===== src/design/mixed_fifo_lifo_ring_queue_macros.svh =====
// ---------------------------------------------------------------------------
// Assertion macros for the mixed FIFO/LIFO ring queue
// Shared concurrent assertion forms, clocked on clk and disabled in reset.
// ---------------------------------------------------------------------------
`ifndef MIXED_FIFO_LIFO_RING_QUEUE_MACROS_SVH
`define MIXED_FIFO_LIFO_RING_QUEUE_MACROS_SVH

// The condition holds at every clock edge outside reset.
`define MFLRQ_ASSERT_ALWAYS(name, cond, msg) \
    name: assert property (@(posedge clk) disable iff (!rst_n) (cond)) else $error(msg);

// When the trigger holds, the result holds at the next clock edge.
`define MFLRQ_ASSERT_NEXT(name, trig, res, msg) \
    name: assert property (@(posedge clk) disable iff (!rst_n) (trig) |=> (res)) \
        else $error(msg);

`endif


===== src/design/mflrq_pkg.sv =====
// ---------------------------------------------------------------------------
// Mixed FIFO/LIFO ring queue package
// Sizes, action codes and the step decision record shared by the queue.
// ---------------------------------------------------------------------------
package mflrq_pkg;

    localparam int RING_SLOTS = 64;
    localparam int IDX_W      = $clog2(RING_SLOTS);
    localparam int HANDLE_W   = 16;
    localparam int CNT_W      = 32;
    localparam int ACTION_W   = 2;
    localparam int OUT_BITS   = 1 + HANDLE_W + 1 + HANDLE_W + IDX_W + IDX_W + CNT_W + 1;
    localparam int OUT_W      = ((OUT_BITS + 7) / 8) * 8;

    typedef logic [IDX_W-1:0]    idx_t;
    typedef logic [HANDLE_W-1:0] handle_t;
    typedef logic [CNT_W-1:0]    cnt_t;

    typedef enum logic [ACTION_W-1:0] {
        ACT_FIFO_PUSH = 2'd0,
        ACT_LIFO_PUSH = 2'd1,
        ACT_PULL      = 2'd2,
        ACT_NOP       = 2'd3
    } action_t;

    typedef struct packed {
        idx_t head_next;
        idx_t tail_next;
        logic wr_en;
        idx_t wr_addr;
        logic rd_en;
        idx_t rd_addr;
        logic pushed;
        logic pulled;
        logic fifo_drop;
        logic lifo_drop;
        idx_t size;
    } step_t;

endpackage


===== src/design/mflrq_step.sv =====
// ---------------------------------------------------------------------------
// Ring queue step decoder
// Works out the slot accesses, new ring indices and size for one transfer.
// ---------------------------------------------------------------------------
module mflrq_step (
    input  mflrq_pkg::action_t action,
    input  mflrq_pkg::idx_t    head,
    input  mflrq_pkg::idx_t    tail,
    input  mflrq_pkg::idx_t    last,
    output mflrq_pkg::step_t   step
);
    import mflrq_pkg::*;

    idx_t             tail_inc;
    idx_t             head_dec;
    idx_t             tail_dec;
    idx_t             h_n;
    idx_t             t_n;
    logic [IDX_W:0]   wrap_size;

    assign tail_inc = (tail == last) ? '0 : tail + idx_t'(1);
    assign head_dec = (head == '0) ? last : head - idx_t'(1);
    assign tail_dec = (tail == '0) ? last : tail - idx_t'(1);

    always_comb
    begin
        h_n            = head;
        t_n            = tail;
        step.wr_en     = 1'b0;
        step.wr_addr   = tail;
        step.rd_en     = 1'b0;
        step.rd_addr   = head;
        step.pushed    = 1'b0;
        step.pulled    = 1'b0;
        step.fifo_drop = 1'b0;
        step.lifo_drop = 1'b0;
        unique case (action)
            ACT_FIFO_PUSH:
            begin
                step.pushed = 1'b1;
                if (tail_inc == head)
                begin
                    step.fifo_drop = 1'b1;
                end
                else
                begin
                    step.wr_en = 1'b1;
                    t_n        = tail_inc;
                end
            end
            ACT_LIFO_PUSH:
            begin
                step.pushed  = 1'b1;
                step.wr_en   = 1'b1;
                step.wr_addr = head_dec;
                h_n          = head_dec;
                if (head_dec == tail)
                begin
                    step.lifo_drop = 1'b1;
                    step.rd_en     = 1'b1;
                    step.rd_addr   = tail_dec;
                    t_n            = tail_dec;
                end
            end
            ACT_PULL:
            begin
                if (head != tail)
                begin
                    step.pulled = 1'b1;
                    step.rd_en  = 1'b1;
                    h_n         = (head == last) ? '0 : head + idx_t'(1);
                end
            end
            default:
            begin
            end
        endcase
        step.head_next = h_n;
        step.tail_next = t_n;
        if (t_n >= h_n)
        begin
            wrap_size = {1'b0, t_n} - {1'b0, h_n};
        end
        else
        begin
            wrap_size = {1'b0, t_n} + {1'b0, last} + (IDX_W + 1)'(1) - {1'b0, h_n};
        end
        step.size = wrap_size[IDX_W-1:0];
    end

endmodule


===== src/design/mixed_fifo_lifo_ring_queue.sv =====
// ---------------------------------------------------------------------------
// Mixed FIFO/LIFO ring queue
// Double-ended ring buffer of packet handles with FIFO push, LIFO push and
// pull, drop counting, high-water tracking and a wake notice.
// ---------------------------------------------------------------------------
// An accepted transfer waits in the pending register, then moves to the output.
// Throughput: one transfer per cycle, set by the single read port of the slot
// memory, which is read on the accepting edge into a read data register that
// feeds the output register; a stalled output register holds off new input.
// Reset clears the ring indices, drop count and high-water mark and sets the
// capacity to 63; slot contents are not cleared, so no clearing pass is needed.
`include "mixed_fifo_lifo_ring_queue_macros.svh"

module mixed_fifo_lifo_ring_queue (
    input  logic                         clk,
    input  logic                         rst_n,
    input  logic                         s_tvalid,
    output logic                         s_tready,
    // Fields from bit 0: packet_handle.
    input  logic [mflrq_pkg::HANDLE_W-1:0] s_tdata,
    // Fields from bit 0: action.
    input  logic [mflrq_pkg::ACTION_W-1:0] s_tuser,
    output logic                         m_tvalid,
    input  logic                         m_tready,
    // Fields from bit 0: out_valid, out_handle, drop_valid, dropped_handle,
    // queue_size, highwater_size, drop_total, became_nonempty, zero pad.
    output logic [mflrq_pkg::OUT_W-1:0]  m_tdata,
    input  logic                         cfg_we,
    input  logic [mflrq_pkg::IDX_W-1:0]  cfg_wdata
);
    import mflrq_pkg::*;

    typedef struct packed {
        logic    out_valid;
        logic    drop_valid;
        logic    drop_from_mem;
        handle_t handle;
        idx_t    size;
        idx_t    highwater;
        cnt_t    drop_total;
        logic    woke;
    } pend_t;

    handle_t slot_mem [RING_SLOTS];
    handle_t rd_data_reg;

    idx_t    head_reg;
    idx_t    tail_reg;
    idx_t    last_reg;
    cnt_t    drop_cnt_reg;
    cnt_t    drop_cnt_next;
    idx_t    hw_reg;
    idx_t    hw_next;
    logic    pend_reg;
    pend_t   pend_data_reg;
    logic    m_tvalid_reg;
    logic [OUT_W-1:0] m_tdata_reg;

    step_t   step;
    logic    accept;
    logic    out_load;
    handle_t out_handle;
    handle_t dropped_handle;

    mflrq_step u_step (
        .action (action_t'(s_tuser)),
        .head   (head_reg),
        .tail   (tail_reg),
        .last   (last_reg),
        .step   (step)
    );

    assign out_load = pend_reg && (!m_tvalid_reg || m_tready);
    assign s_tready = !pend_reg || out_load;
    assign accept   = s_tvalid && s_tready;
    assign m_tvalid = m_tvalid_reg;
    assign m_tdata  = m_tdata_reg;

    always_comb
    begin
        drop_cnt_next = drop_cnt_reg;
        if ((step.fifo_drop || step.lifo_drop) && (drop_cnt_reg != '1))
        begin
            drop_cnt_next = drop_cnt_reg + cnt_t'(1);
        end
        hw_next = hw_reg;
        if (step.pushed && (step.size > hw_reg))
        begin
            hw_next = step.size;
        end
    end

    always_ff @(posedge clk)
    begin
        if (accept && step.wr_en)
        begin
            slot_mem[step.wr_addr] <= s_tdata;
        end
        if (accept && step.rd_en)
        begin
            rd_data_reg <= slot_mem[step.rd_addr];
        end
    end

    always_ff @(posedge clk or negedge rst_n)
    begin
        if (!rst_n)
        begin
            head_reg     <= '0;
            tail_reg     <= '0;
            last_reg     <= idx_t'(RING_SLOTS - 1);
            drop_cnt_reg <= '0;
            hw_reg       <= '0;
            pend_reg     <= 1'b0;
        end
        else
        begin
            if (cfg_we)
            begin
                last_reg <= (cfg_wdata == '0) ? idx_t'(1) : cfg_wdata;
                head_reg <= '0;
                tail_reg <= '0;
            end
            else if (accept)
            begin
                head_reg <= step.head_next;
                tail_reg <= step.tail_next;
            end
            if (accept)
            begin
                drop_cnt_reg <= drop_cnt_next;
                hw_reg       <= hw_next;
                pend_reg     <= 1'b1;
            end
            else if (out_load)
            begin
                pend_reg <= 1'b0;
            end
        end
    end

    always_ff @(posedge clk)
    begin
        if (accept)
        begin
            pend_data_reg.out_valid     <= step.pulled;
            pend_data_reg.drop_valid    <= step.fifo_drop || step.lifo_drop;
            pend_data_reg.drop_from_mem <= step.lifo_drop;
            pend_data_reg.handle        <= s_tdata;
            pend_data_reg.size          <= step.size;
            pend_data_reg.highwater     <= hw_next;
            pend_data_reg.drop_total    <= drop_cnt_next;
            pend_data_reg.woke          <= step.pushed && (step.size == idx_t'(1));
        end
    end

    assign out_handle     = pend_data_reg.out_valid ? rd_data_reg : '0;
    assign dropped_handle = !pend_data_reg.drop_valid   ? '0 :
                            pend_data_reg.drop_from_mem ? rd_data_reg :
                                                          pend_data_reg.handle;

    always_ff @(posedge clk or negedge rst_n)
    begin
        if (!rst_n)
        begin
            m_tvalid_reg <= 1'b0;
        end
        else if (out_load)
        begin
            m_tvalid_reg <= 1'b1;
        end
        else if (m_tready)
        begin
            m_tvalid_reg <= 1'b0;
        end
    end

    always_ff @(posedge clk)
    begin
        if (out_load)
        begin
            m_tdata_reg <= {{(OUT_W - OUT_BITS){1'b0}},
                            pend_data_reg.woke,
                            pend_data_reg.drop_total,
                            pend_data_reg.highwater,
                            pend_data_reg.size,
                            dropped_handle,
                            pend_data_reg.drop_valid,
                            out_handle,
                            pend_data_reg.out_valid};
        end
    end

    `MFLRQ_ASSERT_ALWAYS(a_idx_in_ring, (head_reg <= last_reg) && (tail_reg <= last_reg),
        "ring index beyond the configured ring length")
    `MFLRQ_ASSERT_NEXT(a_accept_pends, accept, pend_reg,
        "accepted transfer did not reach the pending stage")
    `MFLRQ_ASSERT_NEXT(a_stall_holds, pend_reg && !out_load, pend_reg,
        "pending result lost while the output register was stalled")
    `MFLRQ_ASSERT_NEXT(a_drop_count_monotonic, 1'b1, drop_cnt_reg >= $past(drop_cnt_reg),
        "drop counter decreased")

endmodule

===== config.mk =====
export PLATFORM = sky130hd
export DESIGN_NAME = mixed_fifo_lifo_ring_queue
export DESIGN_NICKNAME = d
export VERILOG_FILES = /design/src/design/mflrq_pkg.sv /design/src/design/mflrq_step.sv /design/src/design/mixed_fifo_lifo_ring_queue.sv
export VERILOG_INCLUDE_DIRS = /design/src /design/src/design
export SDC_FILE = /design/constraint.sdc
export NUM_CORES = 2
export LEC_CHECK = 0
export BUFFER_PORTS_ARGS = -buffer_cell sky130_fd_sc_hd__buf_4
export CAP_MARGIN = 20
export CORE_MARGIN = 3
export CORE_UTILIZATION = 56
export DETAILED_ROUTE_END_ITERATION = 6
export PLACE_DENSITY = 0.81
export SLEW_MARGIN = 20
export SYNTH_ARGS = -nofsm -noshare
export SYNTH_HDL_FRONTEND = slang
export SYNTH_SLANG_ARGS = --single-unit

===== constraint.sdc =====
create_clock -name clk -period 6.5 [get_ports clk]
set_input_delay 0.325 -clock clk [delete_from_list [all_inputs] [get_ports clk]]
set_output_delay 0.325 -clock clk [all_outputs]
set_load 0.01 [all_outputs]

# Yosys cells after proc, flatten, opt, wreduce, memory -nomap -nowiden
# Memories as Yosys holds them, arrays and structs flattened. A register that Yosys moved wholly into a read port is not among the register bits.
# Index checks and enable logic that the tools add are counted.
[classes]
n_addsub = 9
n_mul = 0
n_div = 0
magnitude_cmp = 2
eq_ne = 9
shifts = 0
mux = 36
bitwise_logic = 0
n_reduce_logical = 20
[ops]
columns = ["cell", "n"]
rows = [
  ["$mux W6", 16],
  ["$add A32 B1 Y32 const B", 1],
  ["$mux W32", 1],
  ["$ne A32 B32 Y1 const B", 1],
  ["$eq A6 B6 Y1", 4],
  ["$pmux W6 S2", 2],
  ["$add A6 B1 Y6 const B", 3],
  ["$logic_not A6 Y1", 3],
  ["$mux W16", 1],
  ["$mux W1", 13],
  ["$sub A6 B1 Y6 const B", 2],
  ["$sub A6 B6 Y6", 2],
  ["$logic_and A1 B1 Y1", 7],
  ["$mux W7", 1],
  ["$add A6 B6 Y6", 1],
  ["$eq A6 B1 Y1 const B", 1],
  ["$ge A6 B6 Y1", 1],
  ["$gt A6 B6 Y1", 1],
  ["$ne A6 B6 Y1", 1],
  ["$reduce_bool A2 Y1", 3],
  ["$pmux W1 S2", 2],
  ["$logic_or A1 B1 Y1", 3],
  ["$eq A2 B1 Y1 const B", 1],
  ["$eq A2 B2 Y1 const B", 1],
  ["other kinds (3)", 4],
]
[word_totals]
register_bits = 201
latch_bits = 0
ramBits = 1024
mem_bits_ro = 0
in_bits = 29
out_inout_bits = 82
elab_cells = 95
mem_count = 1
[mem_list]
columns = ["name", "depth", "word_bits", "rd", "rd_clocked_by_memory_dff", "wr", "line", "rtl"]
rows = [
  ["slot_mem", 64, 16, 1, 1, 1, "mixed_fifo_lifo_ring_queue.sv:44", "handle_t slot_mem [RING_SLOTS];"],
]

# Longest topological paths before layout
[logic_depth]
depth_word = 12
mapped_depth = 33
ltp_nobuf = 28

# Cells and area by module
# Synthesis repeated with hierarchy kept, for this count alone.
[hier_totals]
cells_unflattened = 2672
area_unflattened_um2 = 50150.6
[by_module_without_submodules]
columns = ["mod", "instances", "cells_per_inst", "area_each_um2", "seq_area_each_um2"]
rows = [
  ["mixed_fifo_lifo_ring_queue", 1, 2318, 47777.1, 36983.0],
  ["mflrq_step", 1, 354, 2373.5, 0.0],
]

# Worst setup path before layout
# OpenSTA, ideal clock, no wires.
[synth_path]
path_type = "register to register"
start = "reg head_reg[1]"
end = "reg hw_reg[0]"
arrival_time_ns = 6.811
setup_slack_ns = -0.436
path_stages_with_launch = 26
period_less_slack_ns = 6.936
cell_sequence = "dfrtp_1 > buf_2 > clkinv_1 > ha_1 > or3_1 > a21oi_1 > xnor2_1 > o221a_1 > nand4_4 > inv_2 > buf_6 > buf_6 > o2bb2ai_1 > nor3_1 > inv_1 > fa_1 > o21a_1 > a211o_1 > a311oi_4 > mux2i_1 > ha_1 > and4_1 > a311oi_1 > and2_1 > buf_1 > mux2_2"
[synth_lines]
columns = ["item", "line", "rtl"]
rows = [
  ["start: declaration", "mixed_fifo_lifo_ring_queue.sv:47", "idx_t head_reg;"],
  ["start signal: assignment", "mixed_fifo_lifo_ring_queue.sv:126", "head_reg <= step.head_next;"],
  ["end signal: assignment", "mixed_fifo_lifo_ring_queue.sv:132", "hw_reg <= hw_next;"],
  ["end: declaration", "mixed_fifo_lifo_ring_queue.sv:52", "idx_t hw_reg;"],
]

==> reports/qor.txt <==
outcome -> completed
Synth top area share -> 69.1%
vias per cell -> 6.18
area leader, netlist -> edfxtp_1
family with the most delay on the worst path -> simple AND/OR/NAND/NOR gates
Clock transition at path regs -> 0.06 ns
pwr dens -> 313 nW/um^2
all-layer global routing usage -> 26.1%
CTS buffer count -> 116
crit path max-delay cell type -> fa_1
full die area -> 95500 um^2
pin count of the biggest net entering global routing -> 95
Worst Hold Class -> primary input to flip-flop
Cell variety after synth -> 87
Mean Syn Cell Area -> 14.2 um^2
hold slack -> 0.0575 ns
clock root buffer -> clkbuf_16
FILL cells -> 6154
post-route clock period utilization -> 94.7%
WP data arrival -> 6.60 ns
Syn Nets -> 3681
Die Wd -> 309 um
Final HPWL DP -> 74.3 mm
H-Tree Depth -> 3
Fin. Hold Viols -> 0
clk buf depth -> 3
Yosys warning count -> 0
first-pass GRT wire length -> 187 mm
pre-CTS setup slack -> -0.148 ns
Max Cap Viol -> 0
top post-synthesis cells by area -> edfxtp_1 69%, mux2i_1 6.5%, nand2_1 5.2%
routed wire length -> 126 mm
slowest stage delay, CP -> 0.48 ns
Post-Synthesis Cells -> 3621
Clock Latency Late Sink -> 0.72 ns
critical path capture point type -> flip-flop
Post-synth EDFFs -> 1183
count leader, synth -> edfxtp_1
PortBufs -> 109
number of flip-flops in the largest register -> 1024
Worst Path Buf+Inv -> 6
Ports -> 111
CP Max Fanout -> 7
Setup Total Neg Slack -> 0 ns
Setup Skew -> 0.0518 ns
Max IR drop VDD -> 0.230 mV
crit start category -> flip-flop
Nets -> 3909
share of synthesized registers carrying an async set or reset -> 4.67%
drt first-iter violations -> 4217
Max Slew Vio Count -> 0
Setup CP Type -> flip-flop to flip-flop
Worst Tran Pin Value -> 1.19 ns
minimum clock period after layout -> 6.16 ns
num rows -> 110
Area growth syn-to-layout -> 13.8%
final setup margin -> 0.345 ns
crit-path most repeated cell -> buf_4
main flop type after synthesis -> edfxtp_1
DRT Pass-1 Iters -> 6
Starting Density -> 56.8%
initial antenna violation count -> 5
grt total ovfl -> 0
Mapped Area -> 51400 um^2
TritonCTS clock tree -> built
WP data required -> 6.95 ns
sequential share of the synthesized area -> 71.9%
Synth top cells by count -> 1183 x edfxtp_1, 706 x nand2_1, 333 x mux2i_1, 270 x nand3_1, 123 x nor2_1
Core Area -> 90600 um^2
Setup-failing EPs final -> 0
worst reg2reg setup slack -> 0.34 ns
remaining antenna violation count -> 0
wire length per cell -> 24.5 um
clock sinks -> 1241
share of cells above drive strength 1 -> 13.6%
via count -> 31709
vias in the first global route -> 30835
Pleak -> 21.8 nW
relative slew slack -> 20.5%
Max Clock Freq -> 162 MHz
number of register bits inferred by synthesis -> 1241
GP Congestion -> 0.891
Die H -> 309 um
residual DRC count -> 0
metal layers:
metal / wire length [um] / GRT usage (%) / up-vias / share of wire [%]
met5: 23 / 0 / - / 0.018
li1: - / - / 13964 / -
met3: 13000 / 5.46 / 324 / 10
met2: 60400 / 42.5 / 1821 / 48
met1: 47800 / 35.1 / 15596 / 38
met4: 4550 / 9.77 / 4 / 3.6
power breakdown:
part | leakage (nW) | internal, mW | switching (mW)
combinational | 8.44 | 0.904 | 1.47
sequential | 11.5 | 8.98 | 0.0872
clock | 1.89 | 3.93 | 2.92
total | 21.8 | 13.8 | 4.48
cell type report:
class                           count  area [um^2]  share of cell area, %
Antenna cell                        2         5.00                0.00856
Clock buffer                      136         3020                   5.16
Clock inverter                     85          880                   1.50
Inverter                           55          210                  0.359
Multi-Input combinational cell   2128        13400                   22.9
Sequential cell                  1241        37000                   63.2
Tap cell                         1176         1470                   2.52
Timing Repair Buffer              307         2550                   4.35
cell usage in the layout, fill, tap and decap left out, types with 19 or more instances in the layout:
cell type / Yosys / routed
xnor2_1: 60 / 60
nand4_1: 92 / 92
nand3_1: 270 / 270
inv_1: 51 / 51
clkinv_2: 0 / 21
o21ai_0: 25 / 25
nand2_1: 706 / 706
nor2_1: 123 / 119
xor2_1: 43 / 43
buf_4: 11 / 278
and2_1: 27 / 25
edfxtp_1: 1183 / 1183
and3_1: 40 / 40
nor2b_1: 24 / 24
dfrtp_1: 52 / 52
clkbuf_16: 0 / 118
ha_1: 26 / 25
o22ai_1: 19 / 19
a31oi_1: 22 / 22
clkinv_1: 1 / 32
nor3_1: 24 / 22
a32oi_1: 67 / 67
mux2i_1: 333 / 331
worst reg2reg max path, delay by kind of cell (launching register included):
family	cells	cell delay (ns)
simple gates	7	1.23
buf+inv	6	0.78
fa+ha+maj	4	1.18
flops	1	0.37
mux	3	0.94
xor+xnor	1	0.20
compound gates	7	1.21
worst paths after layout:
kind,endpoint,startpoint,cells after the start
setup / recovery,pend_data_reg[33],head_reg[0],28
hold / removal,last_reg[0],cfg_wdata[0],3
setup reg to reg,pend_data_reg[33],head_reg[0],28
hold reg to reg,m_tdata[67],pend_data_reg[22],0
max in group asynchronous,drop_cnt_reg[25],rst_n,2
min in group asynchronous,pend_reg,rst_n,2
through the flow:
stage | util, % | total power, mW | instances | area [um^2]
3_5_place_dp | 60.1 | 11.5 | 4892 | 54400
4_1_cts | 64.6 | 18.3 | 5126 | 58500
6_report | 64.6 | 18.3 | 5130 | 58500
3_3_place_gp | 60.1 | 11.5 | 4892 | 54400
5_1_grt | 64.6 | 18.9 | 5128 | 58500
2_1_floorplan | - | 10.6 | 3621 | 51400
cell families (layout without fill, tap and decap cells):
group | count (synthesis) | count (layout) | synth area share [%]
buffers and inverters | 252 | 583 | 2.30
and+or+nand+nor | 1370 | 1370 | 12.2
adders and majority gates | 32 | 32 | 0.847
DFF | 1241 | 1241 | 71.9
muxes | 351 | 351 | 6.89
AOI/OAI and AO/OA | 271 | 271 | 4.06
other | 1 | 3 | 0.00729
xor gates and xnor gates | 103 | 103 | 1.75
what timing repair did:
item	CTS	global route
endpoints found under the hold margin	64	0
setup buffers	1	2
hold buffers	12	0
endpoints found under the setup margin	6	12
pin swaps	1	1
gates resized for setup	0	4
Note: power is estimated with default switching activity, not from simulation.
